--- src/hdl/sliding_window_average_defines.svh ---
// Assertion macros for the sliding window average block.
// Modules that use them need signals named clk and rst_n.
`ifndef SLIDING_WINDOW_AVERAGE_DEFINES_SVH
`define SLIDING_WINDOW_AVERAGE_DEFINES_SVH
`ifndef SYNTHESIS
`define SWA_ASSERT_IMP(label, ante, cons, msg) \
    label: assert property (@(posedge clk) disable iff (!rst_n) (ante) |-> (cons)) \
        else $error(msg);
`define SWA_ASSERT_NXT(label, ante, cons, msg) \
    label: assert property (@(posedge clk) disable iff (!rst_n) (ante) |=> (cons)) \
        else $error(msg);
`else
`define SWA_ASSERT_IMP(label, ante, cons, msg)
`define SWA_ASSERT_NXT(label, ante, cons, msg)
`endif
`endif

--- src/hdl/swa_pkg.sv ---
// Shared widths, constants and controller/datapath interface types
// for the sliding window average block. No dependencies.
`default_nettype none

package swa_pkg;

    localparam int SAMPLE_W = 32;
    localparam int CNT_W    = 7;
    localparam int FRAC_W   = 8;
    localparam int AVG_W    = 40;
    // running total holds up to 127 samples of 32 bits
    localparam int SUM_W    = SAMPLE_W + CNT_W;
    localparam int DVD_W    = SUM_W + FRAC_W;

    localparam logic [CNT_W-1:0] WINDOW_RESET = 7'd3;

    typedef struct packed {
        logic capture;
        logic cfg_write;
        logic update;
        logic div_start;
        logic load_out;
    } swa_cmd_t;

    typedef struct packed {
        logic div_done;
    } swa_sts_t;

endpackage

`default_nettype wire

--- src/hdl/swa_div.sv ---
// Iterative restoring divider: one quotient bit per cycle.
// Depends on swa_pkg for the dividend and divisor widths.
`default_nettype none

module swa_div (
    input  wire logic                       clk,
    input  wire logic                       rst_n,
    input  wire logic                       start,
    input  wire logic [swa_pkg::DVD_W-1:0]  dividend,
    input  wire logic [swa_pkg::CNT_W-1:0]  divisor,
    output logic                            done,
    output logic [swa_pkg::DVD_W-1:0]       quotient
);

    localparam int STEP_W = $clog2(swa_pkg::DVD_W);
    localparam logic [STEP_W-1:0] LAST_STEP = STEP_W'(swa_pkg::DVD_W - 1);

    logic                          busy_reg;
    logic                          done_reg;
    logic [STEP_W-1:0]             step_reg;
    logic [swa_pkg::DVD_W-1:0]     dvd_reg;
    logic [swa_pkg::CNT_W-1:0]     rem_reg;
    logic [swa_pkg::CNT_W-1:0]     dsr_reg;

    logic [swa_pkg::CNT_W:0]       rem_shift;
    logic [swa_pkg::CNT_W:0]       rem_diff;
    logic                          q_bit;

    assign rem_shift = {rem_reg, dvd_reg[swa_pkg::DVD_W-1]};
    assign rem_diff  = rem_shift - {1'b0, dsr_reg};
    assign q_bit     = (rem_shift >= {1'b0, dsr_reg});

    always_ff @(posedge clk or negedge rst_n)
    begin
        if (!rst_n)
        begin
            busy_reg <= 1'b0;
            done_reg <= 1'b0;
            step_reg <= '0;
        end
        else
        begin
            done_reg <= 1'b0;
            if (start)
            begin
                busy_reg <= 1'b1;
                step_reg <= LAST_STEP;
            end
            else if (busy_reg)
            begin
                step_reg <= step_reg - 1'b1;
                if (step_reg == '0)
                begin
                    busy_reg <= 1'b0;
                    done_reg <= 1'b1;
                end
            end
        end
    end

    // dividend shifts out at the top while quotient bits fill in from the bottom
    always_ff @(posedge clk)
    begin
        if (start)
        begin
            dvd_reg <= dividend;
            rem_reg <= '0;
            dsr_reg <= divisor;
        end
        else if (busy_reg)
        begin
            dvd_reg <= {dvd_reg[swa_pkg::DVD_W-2:0], q_bit};
            rem_reg <= q_bit ? rem_diff[swa_pkg::CNT_W-1:0] : rem_shift[swa_pkg::CNT_W-1:0];
        end
    end

    assign done     = done_reg;
    assign quotient = dvd_reg;

endmodule

`default_nettype wire

--- src/hdl/swa_datapath.sv ---
// Datapath: window store, fill count, running total, divider and output
// registers. Depends on swa_pkg and swa_div; driven by swa_ctrl commands.
`default_nettype none
`include "sliding_window_average_defines.svh"

module swa_datapath #(
    parameter int WINDOW_MAX = 64
) (
    input  wire logic                              clk,
    input  wire logic                              rst_n,
    input  wire swa_pkg::swa_cmd_t                 cmd,
    output swa_pkg::swa_sts_t                      sts,
    input  wire logic signed [swa_pkg::SAMPLE_W-1:0] sample,
    input  wire logic [swa_pkg::CNT_W-1:0]         window_size,
    output logic signed [swa_pkg::AVG_W-1:0]       average_q8,
    output logic [swa_pkg::CNT_W-1:0]              samples_held
);

    localparam int AW = (WINDOW_MAX > 1) ? $clog2(WINDOW_MAX) : 1;
    localparam int CNT_MAX = (1 << swa_pkg::CNT_W) - 1;
    localparam logic [swa_pkg::CNT_W-1:0] WMAX_CNT =
        swa_pkg::CNT_W'((WINDOW_MAX > CNT_MAX) ? CNT_MAX : WINDOW_MAX);

    logic [swa_pkg::SAMPLE_W-1:0]          window_mem [WINDOW_MAX];

    logic [swa_pkg::CNT_W-1:0]             window_size_reg;
    logic [swa_pkg::CNT_W-1:0]             fill_reg;
    logic [AW-1:0]                         oldest_reg;
    logic signed [swa_pkg::SUM_W-1:0]      sum_reg;
    logic signed [swa_pkg::SAMPLE_W-1:0]   sample_reg;
    logic signed [swa_pkg::SAMPLE_W-1:0]   old_reg;
    logic                                  neg_reg;
    logic signed [swa_pkg::AVG_W-1:0]      average_reg;
    logic [swa_pkg::CNT_W-1:0]             held_reg;

    logic [swa_pkg::CNT_W-1:0]             eff_window;
    logic                                  full;
    logic [AW-1:0]                         wr_addr;
    logic [AW-1:0]                         oldest_next;
    logic signed [swa_pkg::SUM_W-1:0]      old_term;
    logic signed [swa_pkg::SUM_W-1:0]      sum_next;
    logic [swa_pkg::SUM_W-1:0]             magnitude;
    logic [swa_pkg::DVD_W-1:0]             dividend;
    logic                                  div_done;
    logic [swa_pkg::DVD_W-1:0]             quotient;
    logic [swa_pkg::AVG_W-1:0]             q_low;

    // zero acts as a window of one; clip to the store depth
    always_comb
    begin
        priority if (window_size_reg == '0)
            eff_window = swa_pkg::CNT_W'(1);
        else if (window_size_reg > WMAX_CNT)
            eff_window = WMAX_CNT;
        else
            eff_window = window_size_reg;
    end

    assign full        = (fill_reg >= eff_window);
    assign wr_addr     = full ? oldest_reg : AW'(fill_reg);
    assign oldest_next = (swa_pkg::CNT_W'(oldest_reg) + 1'b1 == eff_window) ? '0
                                                                          : oldest_reg + 1'b1;
    assign old_term    = full ? swa_pkg::SUM_W'(old_reg) : '0;
    assign sum_next    = sum_reg + swa_pkg::SUM_W'(sample_reg) - old_term;
    assign magnitude   = sum_reg[swa_pkg::SUM_W-1] ? -sum_reg : sum_reg;
    assign dividend    = {magnitude, {swa_pkg::FRAC_W{1'b0}}};
    assign q_low       = quotient[swa_pkg::AVG_W-1:0];

    always_ff @(posedge clk or negedge rst_n)
    begin
        if (!rst_n)
        begin
            window_size_reg <= swa_pkg::WINDOW_RESET;
            fill_reg        <= '0;
            oldest_reg      <= '0;
            sum_reg         <= '0;
        end
        else if (cmd.cfg_write)
        begin
            window_size_reg <= window_size;
            fill_reg        <= '0;
            oldest_reg      <= '0;
            sum_reg         <= '0;
        end
        else if (cmd.update)
        begin
            sum_reg <= sum_next;
            if (full)
                oldest_reg <= oldest_next;
            else
                fill_reg <= fill_reg + 1'b1;
        end
    end

    // the oldest slot is read as the item is taken, ready for the update cycle
    always_ff @(posedge clk)
    begin
        if (cmd.capture)
        begin
            sample_reg <= sample;
            old_reg    <= window_mem[oldest_reg];
        end
        if (cmd.update)
            window_mem[wr_addr] <= sample_reg;
    end

    always_ff @(posedge clk)
    begin
        if (cmd.div_start)
            neg_reg <= sum_reg[swa_pkg::SUM_W-1];
        if (cmd.load_out)
        begin
            average_reg <= neg_reg ? -q_low : q_low;
            held_reg    <= fill_reg;
        end
    end

    swa_div u_div (
        .clk      (clk),
        .rst_n    (rst_n),
        .start    (cmd.div_start),
        .dividend (dividend),
        .divisor  (fill_reg),
        .done     (div_done),
        .quotient (quotient)
    );

    assign sts.div_done = div_done;
    assign average_q8   = average_reg;
    assign samples_held = held_reg;

    `SWA_ASSERT_IMP(a_fill_bound, 1'b1, fill_reg <= eff_window, "fill count beyond window")
    `SWA_ASSERT_IMP(a_oldest_filling, !full, oldest_reg == '0, "oldest slot moved while filling")
    `SWA_ASSERT_NXT(a_full_stays, cmd.update && full && !cmd.cfg_write,
                    fill_reg == $past(fill_reg), "full window lost a sample")

endmodule

`default_nettype wire

--- src/hdl/swa_ctrl.sv ---
// Controller state machine: sequences capture, update, divide and output
// load, and owns the channel handshakes. Depends on swa_pkg.
`default_nettype none
`include "sliding_window_average_defines.svh"

module swa_ctrl (
    input  wire logic              clk,
    input  wire logic              rst_n,
    input  wire logic              in_valid,
    output logic                   in_stall,
    output logic                   out_valid,
    input  wire logic              out_stall,
    input  wire logic              cfg_valid,
    output logic                   cfg_ready,
    output swa_pkg::swa_cmd_t      cmd,
    input  wire swa_pkg::swa_sts_t sts
);

    typedef enum logic [2:0] {
        IDLE,
        UPDATE,
        START,
        DIVIDE,
        EMIT
    } state_t;

    state_t state_reg;
    logic   out_valid_reg;
    logic   out_free;

    assign out_free  = !out_valid_reg || !out_stall;
    assign cfg_ready = (state_reg == IDLE);
    // hold off items outside IDLE and while a register write is offered
    assign in_stall  = (state_reg != IDLE) || cfg_valid;
    assign out_valid = out_valid_reg;

    assign cmd.capture   = in_valid && !in_stall;
    assign cmd.cfg_write = cfg_valid && cfg_ready;
    assign cmd.update    = (state_reg == UPDATE);
    assign cmd.div_start = (state_reg == START);
    assign cmd.load_out  = (state_reg == EMIT) && out_free;

    always_ff @(posedge clk or negedge rst_n)
    begin
        if (!rst_n)
        begin
            state_reg     <= IDLE;
            out_valid_reg <= 1'b0;
        end
        else
        begin
            // a new result replaces the one leaving in the same cycle
            if (cmd.load_out)
                out_valid_reg <= 1'b1;
            else if (out_valid_reg && !out_stall)
                out_valid_reg <= 1'b0;
            unique case (state_reg)
                IDLE:
                begin
                    if (cmd.capture)
                        state_reg <= UPDATE;
                end
                UPDATE:
                begin
                    state_reg <= START;
                end
                START:
                begin
                    state_reg <= DIVIDE;
                end
                DIVIDE:
                begin
                    if (sts.div_done)
                        state_reg <= EMIT;
                end
                EMIT:
                begin
                    if (out_free)
                        state_reg <= IDLE;
                end
                default:
                begin
                    state_reg <= IDLE;
                end
            endcase
        end
    end

    `SWA_ASSERT_IMP(a_done_in_divide, sts.div_done, state_reg == DIVIDE, "divider done out of turn")
    `SWA_ASSERT_NXT(a_capture_update, cmd.capture, state_reg == UPDATE, "item taken but not updated")
    `SWA_ASSERT_NXT(a_load_shows, cmd.load_out, out_valid_reg, "loaded item not presented")

endmodule

`default_nettype wire

--- src/hdl/sliding_window_average.sv ---
// Sliding window average: mean of the most recent window_size samples.
// Input channel: in_valid / in_stall with a signed 32-bit sample; an item
// is taken when in_valid is high and in_stall low.
// Output channel: out_valid / out_stall with average_q8 (signed, 8
// fractional bits, truncated toward zero) and samples_held; one result
// per item.
// Configuration: cfg_valid / cfg_ready with window_size; a write empties
// the window. cfg_ready is high only between items.
// Sequence: each taken item is captured and added to the running total;
// the 47-step bit-serial divider then divides the scaled running total by
// the fill count, and the result goes to the output register before the next item is taken.
// A finished result sits in the output register while the next item is
// worked on; if out_stall is still high when the following one is ready,
// the block holds that result and takes no new item until it moves on.
// Reset empties the window, drops any pending result and sets the window
// to 3 samples.
// Depends on swa_pkg, swa_ctrl, swa_datapath and swa_div.
`default_nettype none

module sliding_window_average #(
    parameter int WINDOW_MAX = 64
) (
    input  wire logic                                clk,
    input  wire logic                                rst_n,
    input  wire logic                                in_valid,
    output logic                                     in_stall,
    input  wire logic signed [swa_pkg::SAMPLE_W-1:0] sample,
    output logic                                     out_valid,
    input  wire logic                                out_stall,
    output logic signed [swa_pkg::AVG_W-1:0]         average_q8,
    output logic [swa_pkg::CNT_W-1:0]                samples_held,
    input  wire logic                                cfg_valid,
    output logic                                     cfg_ready,
    input  wire logic [swa_pkg::CNT_W-1:0]           window_size
);

    swa_pkg::swa_cmd_t cmd;
    swa_pkg::swa_sts_t sts;

    swa_ctrl u_ctrl (
        .clk       (clk),
        .rst_n     (rst_n),
        .in_valid  (in_valid),
        .in_stall  (in_stall),
        .out_valid (out_valid),
        .out_stall (out_stall),
        .cfg_valid (cfg_valid),
        .cfg_ready (cfg_ready),
        .cmd       (cmd),
        .sts       (sts)
    );

    swa_datapath #(
        .WINDOW_MAX (WINDOW_MAX)
    ) u_datapath (
        .clk          (clk),
        .rst_n        (rst_n),
        .cmd          (cmd),
        .sts          (sts),
        .sample       (sample),
        .window_size  (window_size),
        .average_q8   (average_q8),
        .samples_held (samples_held)
    );

endmodule

`default_nettype wire

--- config.mk ---
export PLATFORM = sky130hd
export DESIGN_NAME = sliding_window_average
export DESIGN_NICKNAME = d
export VERILOG_FILES = /design/src/hdl/swa_pkg.sv /design/src/hdl/swa_div.sv /design/src/hdl/swa_datapath.sv /design/src/hdl/swa_ctrl.sv /design/src/hdl/sliding_window_average.sv
export VERILOG_INCLUDE_DIRS = /design/src /design/src/hdl
export SDC_FILE = /design/constraint.sdc
export NUM_CORES = 2
export LEC_CHECK = 0
export BUFFER_PORTS_ARGS = -buffer_cell sky130_fd_sc_hd__buf_4
export CAP_MARGIN = 10
export CORE_MARGIN = 4
export CORE_UTILIZATION = 55
export CTS_CLUSTER_DIAMETER = 150
export DETAILED_ROUTE_END_ITERATION = 10
export PLACE_DENSITY = 0.79
export SKIP_LAST_GASP = 1
export SYNTH_ARGS = -nofsm -noshare
export SYNTH_HDL_FRONTEND = slang
export SYNTH_HIERARCHICAL = 1
export SYNTH_SLANG_ARGS = --single-unit
--- constraint.sdc ---
create_clock -name clk -period 9 [get_ports clk]
set_input_delay 1.35 -clock clk [delete_from_list [all_inputs] [get_ports clk]]
set_output_delay 1.35 -clock clk [all_outputs]
set_load 0.01 [all_outputs]
After elaboration in Yosys (flattened, before gate mapping)
Memories as Yosys holds them, arrays and structs flattened. A register that Yosys moved wholly into a read port is not among the register bits. Index checks and enable logic that the tools add are counted.

Flip-flop bits (word level): 212. Bits in writable memories: 2048. Memories kept: 1. Output and inout bits: 50.

Memories: u_datapath.window_mem (words 64, bits a word 32, rd ports 1, clocked after memory_dff 1, wr ports 1, line swa_datapath.sv:24) `logic [swa_pkg::SAMPLE_W-1:0] window_mem [WINDOW_MAX];`.

Magnitude comparators: 3. Muxes and demuxes: 34. $add $sub $neg: 9. Reduce and logical (&&, ||, !) cells: 20. Equality and inequality tests: 9.

Operators by type and width (number): 39-bit 2-to-1 mux (4); 47-bit 2-to-1 mux (2); 6-bit 2-to-1 mux (7); 7-bit 2-to-1 mux (6); 40-bit 2-to-1 mux (1); 40-bit negation (1); 39-bit by 32-bit adder with 39-bit output (1); 39-bit negation (1); 39-bit subtractor (1); 3-bit one-hot mux with 5 select lines (1); 1-bit 2-to-1 mux (10); 3-bit 2-to-1 mux (3); 8-bit by 7-bit greater-or-equal comparator with 1-bit output (1); 2-bit nonzero test (4); 6-bit by 1-bit adder with 7-bit output, second input constant (1); 7-bit by 1-bit adder with 7-bit output, second input constant (1); 7-bit equality test (1); 7-bit greater-or-equal comparator (1); 7-bit > comparator, second input constant (1); 7-bit logical NOT (1); 7-bit subtractor (1); 6-bit by 1-bit adder with 6-bit output, second input constant (1); 3-bit by 2-bit equality test with 1-bit output, second input constant (2); 6-bit logical NOT (1); other kinds (12) (21).

Logic depth before layout (Yosys ltp)
Word-level depth: 8. Gate-level depth with buffers: 23. Depth with buffers taken out: 22.

By module
The synthesis kept the hierarchy.

Modules (own cells, without submodules): swa_datapath (cells each 5000, times used 1, area an instance 90185.2 sq um, seq. area each 66341.1 sq um); swa_div (cells each 233, times used 1, area an instance 3260.6 sq um, seq. area each 1961.9 sq um); swa_ctrl (cells each 23, times used 1, area an instance 235.2 sq um, seq. area each 100.1 sq um).

Worst setup path after synthesis
No wires, ideal clock.

Path type: reg2reg. From: register u_datapath/window_size_reg[1] (netlist name). To: memory u_datapath/window_mem[38][0] (netlist name), enable pin. Data required time: 8499 ps. Stages on the path, launching flop included: 15. Slack: 2506 ps. Data arrival time: 5993 ps. Path through: dfstp_2 nor3_1 a21oi_1 nor2_1 ha_1 nand2b_1 a21o_1 a21oi_1 o21ai_0 clkbuf_1 nand2_1 mux2i_1 nand2_1 clkbuf_1 nor4_1.

Longest elaborated chain between the ends: 5.

RTL lines: start, declared (line swa_datapath.sv:26) `logic [swa_pkg::CNT_W-1:0] window_size_reg;`; start signal, assigned (line swa_datapath.sv:73) `window_size_reg <= swa_pkg::WINDOW_RESET;`; start signal, assigned (line swa_datapath.sv:80) `window_size_reg <= window_size;`; 7-bit > comparator (line swa_datapath.sv:53) `else if (window_size_reg > WMAX_CNT)`; 7-bit 2-to-1 mux (line swa_datapath.sv:53); 7-bit 2-to-1 mux (*) (line swa_datapath.sv:51) `priority if (window_size_reg == '0)`; 7-bit greater-or-equal comparator (*) (line swa_datapath.sv:59) `assign full = (fill_reg >= eff_window);`; 6-bit 2-to-1 mux (*) (line swa_datapath.sv:60) `assign wr_addr = full ? oldest_reg : AW'(fill_reg);`; end, declared (line swa_datapath.sv:24).

Every way passes the cells marked *; elsewhere a longest branch is shown, timed or not.

Final worst setup path
From: register u_datapath/window_size_reg[1] (netlist name). To: register u_datapath/sum_reg[38] (netlist name).

Longest elaborated chain between the ends: 8.

RTL lines: 7-bit > comparator (line swa_datapath.sv:53); 7-bit 2-to-1 mux (line swa_datapath.sv:53); 7-bit 2-to-1 mux (*) (line swa_datapath.sv:51); 7-bit greater-or-equal comparator (*) (line swa_datapath.sv:59); 39-bit 2-to-1 mux (*) (line swa_datapath.sv:63) `assign old_term = full ? swa_pkg::SUM_W'(old_reg) : '0;`; 39-bit subtractor (*) (line swa_datapath.sv:64) `assign sum_next = sum_reg + swa_pkg::SUM_W'(sample_reg) - old_term;`; 39-bit 2-to-1 mux (*) (line swa_datapath.sv:85) `else if (cmd.update)`; 39-bit 2-to-1 mux (*) (line swa_datapath.sv:78) `else if (cmd.cfg_write)`; end signal, assigned (line swa_datapath.sv:87) `sum_reg <= sum_next;`; end, declared (line swa_datapath.sv:29) `logic signed [swa_pkg::SUM_W-1:0] sum_reg;`.

Every way passes the cells marked *; elsewhere a longest branch is shown, timed or not. The select of a mux whose other input is x is not followed. A chain may end at the register's enable or synchronous reset.

==> results.txt <==
- Post-synthesis register bit count: 2292
* Total of endpoints with negative setup slack in the final report: 0
* Number of pins with negative max-slew slack in the final report: 0
- u_datapath/window_mem holds more flip-flops than any other register.
- Entering global routing, the biggest net connects ~110 pins.
- The longest clock path from root to sink contains 3 buffers.
- For this block, the routed nets add up to 240000 um of wire.
* Share of synthesized registers carrying an async set or reset: under 10%
- Along the worst path, the maximum fanout reaches 22.
* Area fraction of the dominant cell type after synthesis: 71.0%
- The worst setup path is captured at a register.
- The floorplan has 151 rows.
- For this design the ratio of total power to cell area is 275 nW/um2.
- For this design the static power due to leakage is 0.0334 uW.
* NumNets Final: between 5000 and 6000
* Die Area: 177000 um2
* Latest clock arrival within the worst-skew pair: ~860 ps
- Startpoint kind of the worst setup timing path: register
- Via count of the first global-routing pass: 51800
- Crit path time final: 6010 ps
- Counting flops with a built-in enable in the synthesized netlist gives around 2200.
- Post-CTS timing repair inserted 0 buffers for setup.
- Cell variety after synth: 91
- The tree is rooted in a clkbuf_16.
* Gpl congestion: 0.895
- At the worst endpoint, the required time is 9680 ps.
- For the pin with the worst max-slew slack, the measured transition is around 1200 ps.
- Adding up every negative setup slack in the final design gives 0 ps.
* Cell taking the most area after synthesis: edfxtp_1
* Skew final: between 70 and 80 ps
- The critical path goes through nor3_1 > a21oi_1 > nor2_1 > ha_1 > nand2b_1 > a21o_1 > a21oi_1 > o21ai_2 > buf_4 > and3_1 > fa_1 > inv_1 > ha_1 > nor2b_1 > o31a_1 > o31ai_1 > a211oi_1 > or2_2 > a211oi_1 > mux2_2 > a22o_1.
- Final critical-path share of the clock period: 66.8%
- Based on the critical path, the design can be clocked at up to around 170 MHz.
* TritonCTS Buffers: 214
- IR analysis of the VDD net gives a maximum drop of 0.245 mV.
* Routed wire per std cell: 30.7 um
- Crit Path Category: reg2reg
- Avg Vias per Cell: 6.73
* Violation count after the first detailed-route iteration: approximately 8000
- Global routing used 27.1% of the available tracks.
* I/O pins: 94
* Count of clock tree sinks: 2292
* Horizontal die dimension: 421 um
* Worst Hold Class: reg2reg
- Largest cells by area after synthesis: edfxtp_1 71%, mux4_2 6.9%, mux2i_1 5.3%, o221ai_1 2.2%, dfrtp_1 1.8%
* Starting density of the core: 55.3%
* Post-synthesis to final-layout area growth: 11.8%
- The final-report hold violation count came to 0.
- Number of DRC violations after detailed routing: 0
- The cell count after synthesis came out at 5256.
- Worst-case hold slack: 492 ps
- Arrival time of the worst setup path: ~6700 ps
- The first global-routing pass estimated 349000 um of wire.
* Area of the mapped netlist: 93700 um2
- GRT Residual Overflow: 0
* Hold buffer count at CTS: 0
- The number of buffers and inverters on the critical path is 2.
- RSZ-0062 raised after global routing: no
- Clock-pin slew was measured on the worst setup and hold paths at approximately 60 ps.
- Synth Flop Type: edfxtp_1
- The worst pin sits at a relative slew slack of 16.7%.
- Post-route ant nets: 0
* Max Cap Violations: 0
- Share of post-route cells with drive strength above 1: 17.9%
- Most instantiated cells after synthesis: 2214 x edfxtp_1, 493 x mux2i_1, 286 x mux4_2, 237 x o221ai_1, 235 x a21oi_1
* Initial antenna violation count: 14
* Number of flip-flops in the largest register: slightly above 2000
* Via total after detailed routing: around 53000
- For this run, the detailed router's first-pass iteration total came to 8.
- Most repeated cell in the gate-level netlist after synthesis: edfxtp_1
- Crit-path max cell delay: 630 ps
- The share of the Yosys chip area taken by registers is roughly 73%.
* Placed wire-length estimate: 133000 um
- Core area: 169000 um2
- Average cell area after synthesis: 17.8 um2
- Total of buffers placed on input and output ports: 93
* Resize count post-CTS: 0
* Slowest cell on the critical path: o21ai_2
- For this run, the number of Yosys warnings is 6.
* Cell type group with the largest total delay on the critical path: compound AO/OA/AOI/OAI gates
* TritonCTS clock tree: done
- The floorplan step set the die height to 421 um.
- The run finished with clean final reports.
- H-tree levels: 4
==> through the flow <==
step	setup slack (ps)	utilization [%]	instance area (um2)	instances	total power, uW
2_1_floorplan	2510	-	93700	5263	18000
3_3_place_gp	3160	57.7	97700	7429	19900
3_5_place_dp	3130	57.8	97800	7431	20000
4_1_cts	3060	61.8	105000	7823	28800
5_1_grt	2580	61.8	105000	7825	30000
6_report	2990	61.9	105000	7830	28800
==> power breakdown <==
part           switching [uW]  leakage (uW)  internal (uW)
Sequential                425        0.0209          11900
Clock                    3860       0.00334           4980
Combinational            4410       0.00921           3200
==> layout make-up <==
type                            instances  area [um2]
Antenna cell                            5        12.5
Clock inverter                        124        1240
Tap cell                             2218        2780
Clock buffer                          268        5630
Multi-Input combinational cell       2489       23900
Fill cell                           11400       64600
Sequential cell                      2292       68400
Inverter                              182         693
Timing Repair Buffer                  252        2020
==> cells by family (layout without fill, tap and decap cells) <==
family	Yosys count	after routing	share of synthesized area [%]
compound gates	840	840	6.21
xor+xnor	115	115	1.09
other cells	1	13	0.00400
simple gates	591	591	3.20
fa+ha+maj	98	98	1.62
buf+inv	482	826	2.02
flops	2292	2292	73.0
mux	837	837	12.8
==> worst paths after layout <==
kind	start	end	slack, ps	cells after the start
max	u_datapath/window_size_reg[1]$_DFFE_PN1P_	u_datapath/sum_reg[38]$_DFFE_PN0P_	2990	21
max reg2reg	u_datapath/window_size_reg[1]$_DFFE_PN1P_	u_datapath/sum_reg[38]$_DFFE_PN0P_	2990	21
min reg2reg	u_datapath/u_div/done$_DFF_PN0_	u_ctrl/state_reg[1]$_DFFE_PN0P_	490	1
min in group asynchronous	rst_n	u_datapath/oldest_reg[0]$_DFFE_PN0P_	680	1
min	u_datapath/u_div/done$_DFF_PN0_	u_ctrl/state_reg[1]$_DFFE_PN0P_	490	1
max in group asynchronous	rst_n	u_datapath/oldest_reg[3]$_DFFE_PN0P_	7570	1
==> layout by cell type (no fill, tap or decap), drive strengths merged, types with 20 or more instances in the layout <==
cell type / instances
nand2b: 20
xnor2: 101
clkinv: 96
nand3: 31
a21oi: 235
inv: 186
buf: 252
ha: 59
nor2: 181
mux2i: 493
a21o: 20
o21ai: 63
fa: 39
nor3: 106
o31ai: 24
mux4: 286
nor4: 32
o22ai: 122
clkbuf: 268
o221ai: 237
a211oi: 53
and3: 38
edfxtp: 2214
nand2: 97
dfrtp: 69
mux2: 58
==> layer usage <==
metal  global-route usage [%]  wire length [um]  vias up  share of wire (%)
li1                         -                 -    21600                  -
met1                     37.3             87900    26700                 37
met2                     41.1            110000     3757                 46
met3                     7.89             31900      550                 13
met4                     11.1             10600        8                4.4
met5                        0                55        -              0.023
No activity file was read; power rests on OpenSTA's default activity.
